File: src/pbrle_pkg.sv
// Shared constants and types for the PackBits run-length decoder.
package pbrle_pkg;

  localparam int unsigned OutCapacity = 49152;
  localparam int unsigned OutPosW     = $clog2(OutCapacity + 1);
  localparam int unsigned SrcW        = 16;
  localparam int unsigned ByteW       = 8;
  localparam int unsigned OffsetW     = 16;

  localparam logic [ByteW-1:0] SkipByte = 8'h80;

  typedef enum logic [1:0] {
    ST_RUNNING = 2'd0,
    ST_OK      = 2'd1,
    ST_SRC_ERR = 2'd2,
    ST_OUT_ERR = 2'd3
  } status_e;

  typedef struct packed {
    logic [ByteW-1:0]   out_byte;
    logic [ByteW-1:0]   repeat_count;
    logic [OffsetW-1:0] out_offset;
    status_e            status;
    logic               finished;
  } result_t;

endpackage

File: src/packbits_rle_decoder_top.sv
// Top level of the streaming PackBits (ByteRun1) decoder: decode state and result buffer.
//
//  channel | direction | handshake                 | payload
//  --------+-----------+---------------------------+-------------------------------------------
//  in      | sink      | in_valid_i / in_ready_o   | in_byte_i, first_byte_i
//  out     | source    | out_valid_o / out_ready_i | out_byte_o, repeat_count_o, out_offset_o,
//          |           |                           | status_o, finished_o
//  cfg     | sink      | cfg_we_i (no wait)        | cfg_wdata_i (source_length)
//
// One byte per cycle while in_ready_o is high; a result appears on the outputs the cycle
// after its byte's transaction, or later while an earlier result is still waiting to be taken.
// The decode step is one pass of logic from the state registers into the result register.
// A two-entry result buffer lets input continue while one result is stalled; input stalls
// only when both entries are occupied. Reset clears all decode state and source_length.
module packbits_rle_decoder_top import pbrle_pkg::*; (
  input  logic                clk_i,
  input  logic                rst_ni,
  input  logic                cfg_we_i,
  input  logic [SrcW-1:0]     cfg_wdata_i,
  input  logic                in_valid_i,
  output logic                in_ready_o,
  input  logic [ByteW-1:0]    in_byte_i,
  input  logic                first_byte_i,
  output logic                out_valid_o,
  input  logic                out_ready_i,
  output logic [ByteW-1:0]    out_byte_o,
  output logic [ByteW-1:0]    repeat_count_o,
  output logic [OffsetW-1:0]  out_offset_o,
  output logic [1:0]          status_o,
  output logic                finished_o
);

  typedef enum logic [1:0] {
    MODE_CONTROL = 2'd0,
    MODE_RUN     = 2'd1,
    MODE_LITERAL = 2'd2
  } mode_e;

  logic [SrcW-1:0]    src_len_q;
  mode_e              mode_q, mode_d, mode_e_v;
  logic [ByteW-1:0]   lit_q, lit_d, lit_e;
  logic [ByteW-1:0]   pend_q, pend_d, pend_e;
  logic [SrcW-1:0]    spos_q, spos_d, spos_e;
  logic [OutPosW-1:0] opos_q, opos_d, opos_e;
  logic               stop_q, stop_d, stop_e;

  logic               accept, ignore, last;
  logic [SrcW-1:0]    spos_n;
  logic [ByteW:0]     run_len9;
  logic [ByteW-1:0]   run_len, lit_len;
  logic [SrcW:0]      lit_end;
  logic [OutPosW:0]   run_out_end, lit_out_end;
  logic               res_valid;
  result_t            res;
  logic               buf_full;
  result_t            out_data;

  assign accept = in_valid_i && in_ready_o;
  assign in_ready_o = !buf_full;

  always_comb begin
    mode_e_v = mode_q;
    lit_e    = lit_q;
    pend_e   = pend_q;
    spos_e   = spos_q;
    opos_e   = opos_q;
    stop_e   = stop_q;
    if (first_byte_i) begin
      mode_e_v = MODE_CONTROL;
      lit_e    = '0;
      pend_e   = '0;
      spos_e   = '0;
      opos_e   = '0;
      stop_e   = 1'b0;
    end
  end

  assign ignore      = stop_e || (spos_e >= src_len_q);
  assign spos_n      = spos_e + SrcW'(1);
  assign last        = spos_n >= src_len_q;
  assign run_len9    = (ByteW+1)'(257) - {1'b0, in_byte_i};
  assign run_len     = run_len9[ByteW-1:0];
  assign lit_len     = in_byte_i + ByteW'(1);
  assign lit_end     = {1'b0, spos_n} + (SrcW+1)'(lit_len);
  assign run_out_end = {1'b0, opos_e} + (OutPosW+1)'(run_len);
  assign lit_out_end = {1'b0, opos_e} + (OutPosW+1)'(lit_len);

  always_comb begin
    mode_d = mode_e_v;
    lit_d  = lit_e;
    pend_d = pend_e;
    spos_d = spos_e;
    opos_d = opos_e;
    stop_d = stop_e;
    res_valid = 1'b0;
    res.out_byte     = '0;
    res.repeat_count = '0;
    res.out_offset   = OffsetW'(opos_e);
    res.status       = last ? ST_OK : ST_RUNNING;
    res.finished     = last;
    if (!ignore) begin
      spos_d = spos_n;
      case (mode_e_v)
        MODE_RUN: begin
          res_valid        = 1'b1;
          res.out_byte     = in_byte_i;
          res.repeat_count = pend_e;
          opos_d = opos_e + OutPosW'(pend_e);
          mode_d = MODE_CONTROL;
          stop_d = last;
        end
        MODE_LITERAL: begin
          res_valid        = 1'b1;
          res.out_byte     = in_byte_i;
          res.repeat_count = ByteW'(1);
          opos_d = opos_e + OutPosW'(1);
          lit_d  = (lit_e != '0) ? lit_e - ByteW'(1) : '0;
          if (lit_d == '0) begin
            mode_d = MODE_CONTROL;
          end
          stop_d = last;
        end
        default: begin
          if (in_byte_i == SkipByte) begin
            res_valid = last;
            stop_d    = last;
          end else if (in_byte_i[ByteW-1]) begin
            if (last) begin
              res_valid  = 1'b1;
              res.status = ST_SRC_ERR;
              res.finished = 1'b1;
              stop_d     = 1'b1;
            end else if (run_out_end > (OutPosW+1)'(OutCapacity)) begin
              res_valid  = 1'b1;
              res.status = ST_OUT_ERR;
              res.finished = 1'b1;
              stop_d     = 1'b1;
            end else begin
              pend_d = run_len;
              mode_d = MODE_RUN;
            end
          end else begin
            if (lit_end > {1'b0, src_len_q}) begin
              res_valid  = 1'b1;
              res.status = ST_SRC_ERR;
              res.finished = 1'b1;
              stop_d     = 1'b1;
            end else if (lit_out_end > (OutPosW+1)'(OutCapacity)) begin
              res_valid  = 1'b1;
              res.status = ST_OUT_ERR;
              res.finished = 1'b1;
              stop_d     = 1'b1;
            end else begin
              lit_d  = lit_len;
              mode_d = MODE_LITERAL;
            end
          end
        end
      endcase
    end
  end

  always_ff @(posedge clk_i or negedge rst_ni) begin
    if (!rst_ni) begin
      src_len_q <= '0;
      mode_q    <= MODE_CONTROL;
      lit_q     <= '0;
      pend_q    <= '0;
      spos_q    <= '0;
      opos_q    <= '0;
      stop_q    <= 1'b0;
    end else begin
      if (cfg_we_i) begin
        src_len_q <= cfg_wdata_i;
      end
      if (accept) begin
        mode_q <= mode_d;
        lit_q  <= lit_d;
        pend_q <= pend_d;
        spos_q <= spos_d;
        opos_q <= opos_d;
        stop_q <= stop_d;
      end
    end
  end

  pbrle_out_buf u_out_buf (
    .clk_i       (clk_i),
    .rst_ni      (rst_ni),
    .push_i      (accept && res_valid),
    .push_data_i (res),
    .full_o      (buf_full),
    .valid_o     (out_valid_o),
    .ready_i     (out_ready_i),
    .data_o      (out_data)
  );

  assign out_byte_o     = out_data.out_byte;
  assign repeat_count_o = out_data.repeat_count;
  assign out_offset_o   = out_data.out_offset;
  assign status_o       = out_data.status;
  assign finished_o     = out_data.finished;

  a_running_writes: assert property (@(posedge clk_i) disable iff (!rst_ni)
    (out_valid_o && status_o == ST_RUNNING) |-> (repeat_count_o != '0 && !finished_o))
    else $error("running result without a write");

  a_stopped_silent: assert property (@(posedge clk_i) disable iff (!rst_ni)
    (accept && stop_q && !first_byte_i) |-> !res_valid)
    else $error("result produced after image end");

  a_out_bound: assert property (@(posedge clk_i) disable iff (!rst_ni)
    opos_q <= OutPosW'(OutCapacity))
    else $error("output position beyond capacity");

  a_finish_stops: assert property (@(posedge clk_i) disable iff (!rst_ni)
    (accept && res_valid && res.finished) |=> stop_q)
    else $error("finished result did not stop decoding");

endmodule

File: src/pbrle_out_buf.sv
// Result register with a skid stage, so the input side keeps moving while a result waits.
module pbrle_out_buf import pbrle_pkg::*; (
  input  logic    clk_i,
  input  logic    rst_ni,
  input  logic    push_i,
  input  result_t push_data_i,
  output logic    full_o,
  output logic    valid_o,
  input  logic    ready_i,
  output result_t data_o
);

  logic    out_valid_q, out_valid_d;
  logic    skid_valid_q, skid_valid_d;
  result_t out_data_q, out_data_d;
  result_t skid_data_q, skid_data_d;
  logic    take;

  assign take = out_valid_q && ready_i;

  always_comb begin
    out_valid_d  = out_valid_q;
    skid_valid_d = skid_valid_q;
    out_data_d   = out_data_q;
    skid_data_d  = skid_data_q;
    if (take) begin
      out_valid_d = skid_valid_q;
      out_data_d  = skid_data_q;
      skid_valid_d = 1'b0;
    end
    if (push_i) begin
      if (!out_valid_q || take) begin
        out_valid_d = 1'b1;
        out_data_d  = push_data_i;
      end else begin
        skid_valid_d = 1'b1;
        skid_data_d  = push_data_i;
      end
    end
  end

  always_ff @(posedge clk_i or negedge rst_ni) begin
    if (!rst_ni) begin
      out_valid_q  <= 1'b0;
      skid_valid_q <= 1'b0;
    end else begin
      out_valid_q  <= out_valid_d;
      skid_valid_q <= skid_valid_d;
    end
  end

  always_ff @(posedge clk_i) begin
    out_data_q  <= out_data_d;
    skid_data_q <= skid_data_d;
  end

  assign full_o  = skid_valid_q;
  assign valid_o = out_valid_q;
  assign data_o  = out_data_q;

endmodule
File: config.mk
export PLATFORM = sky130hd
export DESIGN_NAME = packbits_rle_decoder_top
export DESIGN_NICKNAME = d
export VERILOG_FILES = /design/src/pbrle_pkg.sv /design/src/packbits_rle_decoder_top.sv /design/src/pbrle_out_buf.sv
export SDC_FILE = /design/constraint.sdc
export NUM_CORES = 1
export LEC_CHECK = 0
export BUFFER_PORTS_ARGS = -buffer_cell sky130_fd_sc_hd__buf_2
export CAP_MARGIN = 30
export CORE_UTILIZATION = 50
export DETAILED_ROUTE_END_ITERATION = 16
export HOLD_SLACK_MARGIN = 0.12
export PLACE_DENSITY = 0.69
export REMOVE_ABC_BUFFERS = 1
export SKIP_CTS_REPAIR_TIMING = 1
export SLEW_MARGIN = 25
export SYNTH_ARGS = -nofsm -noshare
export SYNTH_HDL_FRONTEND = slang
export SYNTH_SLANG_ARGS = --single-unit
File: constraint.sdc
create_clock -name clk_i -period 8.7 [get_ports clk_i]
set_input_delay 0.87 -clock clk_i [delete_from_list [all_inputs] [get_ports clk_i]]
set_output_delay 0.87 -clock clk_i [all_outputs]
set_load 0.05 [all_outputs]
==> results of run 1 <==
==> flip-flops by register name (all words and copies together), names as in the netlist, 2 cells and up <==
signal                 flops
pend_q                     8
u_out_buf.skid_data_q     35
opos_q                    16
src_len_q                 16
lit_q                      8
u_out_buf.data_o          35
spos_q                    16
mode_q                     2
==> routing by layer <==
| layer | wire length (um) | global-route usage, % |
|---|---|---|
| met5 | 0 | 0 |
| met2 | 11400 | 41.7 |
| met4 | 535 | 7.58 |
| met1 | 11100 | 34.3 |
| met3 | 1210 | 4.83 |
==> report_power, final <==
group	internal, mW	switching [mW]
Combinational	0.483	0.837
Clock	0.392	0.295
Sequential	0.823	0.104
==> critical path, delay by kind of cell <==
| family | cells | cell delay [ns] |
|---|---|---|
| buffers and inverters | 4 | 1.17 |
| XOR/XNOR | 1 | 0.15 |
| adder cells (fa/ha/maj) | 3 | 0.89 |
| AND/OR/NAND/NOR | 8 | 1.50 |
| AO/OA/AOI/OAI | 8 | 1.41 |
| multiplexers | 1 | 0.40 |
==> area by class of cell <==
cell class              instances  area share (%)
clock buffers                  17            3.86
clock inverters                15            1.13
inverters                      56            1.90
multi-input cells             813            54.4
flip-flops and latches        139            31.5
well taps                     265            3.00
repair buffers                 79            4.20
==> path summary, 6_finish.rpt <==
kind / endpoint / slack, ns
setup / recovery: u_out_buf.data_o[10] / 2.53
hold / removal: src_len_q[13] / 0.45
setup reg to reg: u_out_buf.data_o[10] / 2.86
hold reg to reg: opos_q[4] / 0.48
max in group asynchronous: lit_q[7] / 7.67
min in group clk_i: opos_q[4] / 0.48
==> per-stage QoR <==
step	utilization (%)	std cells	cell area, um^2
6_report	56.9	1384	11000
2_1_floorplan	-	1008	9680
3_3_place_gp	53.7	1348	10400
3_5_place_dp	53.8	1350	10400
5_1_grt	56.9	1384	11000
4_1_cts	56.7	1382	11000
==> cells in the final DEF (no fill, tap or decap), types with 29 or more instances in the layout <==
cell / netlist / final
a21oi_1: 52 / 52
buf_2: 1 / 67
dfrtp_1: 69 / 69
dfxtp_1: 35 / 35
edfxtp_1: 35 / 35
ha_1: 85 / 85
inv_1: 55 / 55
mux2_2: 31 / 31
mux2i_1: 31 / 31
nand2_1: 103 / 102
nor2_1: 51 / 49
nor2b_1: 29 / 29
o21ai_0: 71 / 71
xnor2_1: 39 / 39
==> cells by family after synthesis <==
logic type               count (synthesis)  synth area share [%]
AND/OR/NAND/NOR                        320                  16.3
AO/OA/AOI/OAI                          259                  17.4
flip-flops                             139                  35.2
buffers and inverters                  100                  4.28
adder cells (fa/ha/maj)                 90                  11.7
multiplexers                            79                  9.25
XOR/XNOR                                65                  5.90
==> impl_metrics.ini, run 1 <==
[final_layout]
nets = 1225
final_layout_size_suffix_gt1_share_pct = 15.5
multi_input_area_um2 = 6000
seqCellArea_um2 = 3480
synthToLayoutAreaGrowth_pct = 11.6
diodes = 0
fill_cells = 1798

[status]
status = finished with violations
violations = design-rule violations

[setup_path]
end_kind = register
cp_max_fo = 35
required_ns = 9.02
worst_r2r_path_depth = 23
cp_data_arrival_time_ns = 6.48
cp_slowest_stage_delay_ns = 0.49
r2r-start = spos_q[0]
start_kind = primary input
critPathSlowestCell = buf_4
startpoint = first_byte_i
crit_type = primary input to register

[logic_synthesis]
async_reset_ff_share_pct = 49.6
synth_cells = 1052
yosysUniqueCellTypes = 75
ys.flop_type = dfrtp_1
synth_top_area_share_pct = 17.5
synthTopCellsByCount = nand2_1, ha_1, o21ai_0, dfrtp_1, inv_1
synth-seq-cells = 139
synth_edf_count = 35
ys_top_cells_by_area = dfrtp_1, ha_1, edfxtp_1
yosys.area.top_type = dfrtp_1
synth.most_common_cell = nand2_1
synthesis.area_um2 = 9890
yosysSeqAreaShare_pct = 35.2
synth.avg_cell_area_um2 = 9.40
yosysWarnings = 0

[floorplanning]
top_level_ports = 67
die_x_um = 143
die_area_um2 = 20300
start_util_pct = 51.0
coreArea_um2 = 19400
die_height_um = 143
placementRows = 51

[sta]
slew_violations = 0
fmax_ghz = 0.162
worst_pin_slew_ns = 0.805
layout_setup_ws_ns = 2.53
whs_ns = 0.449
slew_headroom_pct = 45.0
timing.final.crit_period_ns = 6.17
hold_viol_final = 0
fin_tns_setup_ns = 0
clock_skew_ns = 0.0111
finalSetupViolCount = 0
rsz0062_at_grt = no
period_share_pct = 70.9

[detailed_routing]
firstDrtPassIters = 12
vias = 8111
antenna_left = 0
avgRoutedWirePerCell_um = 17.6
drc = 2
dr.first_iter.drc_count = 554
viasPerCell = 5.86
drt-total-wl_mm = 24.3

[grt]
first_global_vias = 7790
grt_usage_pct = 25.5
grt_max_degree = 70
grt_pass1_wl_mm = 40.1
grt-ovfl-total = 0
antenna_found_initial = 0

[clock_tree]
cts_sinks = 139
clock_latency_ns = 0.43
htree_levels = 4
clk_pin_slew_ns = 0.07
numCtsBuffers = 17
cts.path.max_buffers = 2
clockRootBuffer = clkbuf_16
cts_tree = done

[power]
ir_worst_vdd_mv = 0.137
power_mw = 2.93
power.density_nw_per_um2 = 266
leakagePower_nw = 5.19

[job]
maxCapViolations = 0

[place]
post-place-ws_ns = 2.11
dp_hpwl_mm = 18.0
place.gp.congestion = 0.946
port_buffers = 66

[worst_hold_path]
hold_path_class = primary input to asynchronous set/reset pin
(Power assumes the default switching activity.)
==> run 2, diff against run 1 <==
- ABC_AREA: not set -> 1
- clock period: 8.7 -> 6.2 ns (I/O delays scaled with it)
==> impl_metrics.ini, run 2 <==
[grt]
grt_max_degree = 70
antenna_found_initial = 0
grt_usage_pct = 28.4
grt_pass1_wl_mm = 48.6
first_global_vias = 9519
grt-ovfl-total = 0

[detailed_routing]
antenna_left = 0
drt-total-wl_mm = 29.8
dr.first_iter.drc_count = 823
avgRoutedWirePerCell_um = 15.4
firstDrtPassIters = 5
vias = 10300
drc = 0
viasPerCell = 5.33

[logic_synthesis]
synthesis.area_um2 = 10700
synth_cells = 1586
synthTopCellsByCount = nand2_1, inv_1, nor2_1, nand3_1, ha_1
synth_edf_count = 35
synth-seq-cells = 139
yosysUniqueCellTypes = 43
yosys.area.top_type = nand2_1
synth.most_common_cell = nand2_1
yosysSeqAreaShare_pct = 32.6
async_reset_ff_share_pct = 49.6
synth.avg_cell_area_um2 = 6.73
ys_top_cells_by_area = nand2_1, dfrtp_1, ha_1
yosysWarnings = 0
synth_top_area_share_pct = 19.6
ys.flop_type = dfrtp_1

[setup_path]
crit_cells = 34
worst_r2r_path_depth = 32
path_common_cell = nand2_1
critPathSlowestCell = ha_1
crit_family = simple AND/OR/NAND/NOR gates
cp_data_arrival_time_ns = 5.23
start_kind = primary input
worst_r2r_endpoint = u_out_buf.skid_data_q[11]
crit_buf_inv = 5
end_kind = register
crit_type = primary input to register
startpoint = first_byte_i
cp_slowest_stage_delay_ns = 0.36
cp_max_fo = 25
r2r_slack_ns = 1.16
required_ns = 6.34
cp-endpoint = u_out_buf.skid_data_q[11]
r2r-start = spos_q[0]

[place]
dp_hpwl_mm = 22.3
dpl-instance-area_um2 = 11300
place.gp.congestion = 0.925
port_buffers = 66
post-place-ws_ns = 0.327

[status]
status = completed

[power]
intPower_mw = 1.71
swShare_pct = 31.5
power_mw = 2.49
power_frac_seq_pct = 38.0
leakagePower_nw = 6.35
p_sw_uw = 784
power.density_nw_per_um2 = 209
pwr-share-comb_pct = 17.5
ir_worst_vdd_mv = 0.176
clkPwrFrac_pct = 44.5

[floorplanning]
die_area_um2 = 21900
top_level_ports = 67
placementRows = 53
die_x_um = 148
start_util_pct = 50.9
coreArea_um2 = 21000
die_height_um = 148

[worst_hold_path]
hold_path_class = primary input to asynchronous set/reset pin

[sta]
finalSetupViolCount = 0
worst_pin_slew_ns = 0.789
fmax_ghz = 0.196
hold_viol_final = 0
period_share_pct = 82.1
rsz0062_at_grt = no
clock_skew_ns = 0.0126
slew_violations = 0
timing.final.crit_period_ns = 5.09
slew_headroom_pct = 47.2
layout_setup_ws_ns = 1.11
fin_tns_setup_ns = 0
whs_ns = 0.0974

[clock_tree]
clockRootBuffer = clkbuf_16
clk_pin_slew_ns = 0.07
cts_tree = done
cts.path.max_buffers = 2
cts_sinks = 139
numCtsBuffers = 17
htree_levels = 4
clock_latency_ns = 0.45

[final_layout]
final_layout_size_suffix_gt1_share_pct = 9.88
nets = 1766
multi_input_area_um2 = 6200
final_cell_area_um2 = 11900
fill_cells = 2049
final_common_cell = nand2_1
synthToLayoutAreaGrowth_pct = 11.9
most-common-layout-cells = nand2_1, inv_1, nor2_1
diodes = 0
seqCellArea_um2 = 3480

[job]
maxCapViolations = 0
## run 2: cell types whose count changed after synthesis, moves of 28 or more
cell and change:
nand2_1 +454, inv_1 +141, nor2_1 +81, nand3_1 +61, mux2_2 -31, mux2i_1 -31
nor2b_1 -29, xnor2_1 -28
## run 2: cell families (layout without fill, tap and decap cells)
logic type | count (synthesis) | after routing | share of synthesized area, %
buf+inv | 254 | 328 | 9.29
simple gates | 851 | 851 | 33.2
compound gates | 206 | 206 | 10.2
flops | 139 | 139 | 32.6
xor+xnor | 46 | 46 | 3.85
fa+ha+maj | 90 | 90 | 10.8
## run 2: worst reg2reg max path: cells and delay by family, from the launching register on
family / cells / cell delay [ns]
AOI/OAI and AO/OA: 4 / 0.55
xor gates and xnor gates: 1 / 0.08
adders and majority gates: 2 / 0.66
buffers and inverters: 3 / 0.40
DFF: 1 / 0.44
and+or+nand+nor: 22 / 2.58
## run 2: metal layers
layer	up-vias	wire length (um)	track usage [%]	share of wire [%]
li1	5200	-	-	-
met1	4712	13600	38.1	46
met2	345	13900	47.1	47
met3	47	1720	4.45	5.8
met4	0	579	8.66	1.9
met5	-	0	0	0
## run 2: cell type report
type,instances,share of cell area [%]
repair buffers,81,4.01
clock buffers,17,3.56
well taps,275,2.88
flip-flops and latches,139,29.1
multi-input cells,1193,52.0
clock inverters,15,1.65
inverters,215,6.76
## run 2: power groups by stage
stage / combinational, mW / sequential (mW) / clock, mW
floorplan: 0.294 / 0.963 / 0
finish: 0.437 / 0.945 / 1.11
global route: 0.492 / 0.946 / 1.16
detailed placement: 0.426 / 0.964 / 0
global placement: 0.419 / 0.964 / 0
CTS: 0.429 / 0.945 / 1.13
## run 2: worst min path at each step
stage | from | cells past startpoint | endpoint
after floorplan | rst_ni | 0 | lit_q[0]
final | rst_ni | 1 | spos_q[9]
after CTS | rst_ni | 1 | src_len_q[10]
after detailed placement | pend_q[0] | 2 | pend_q[0]
after global placement | pend_q[7] | 2 | pend_q[7]
after global routing | rst_ni | 1 | spos_q[9]
## run 2: through the flow
stage	instances	util, %
5_1_grt	1935	57.0
4_1_cts	1933	56.8
2_1_floorplan	1547	-
3_3_place_gp	1900	53.7
3_5_place_dp	1901	53.8
6_report	1935	57.0
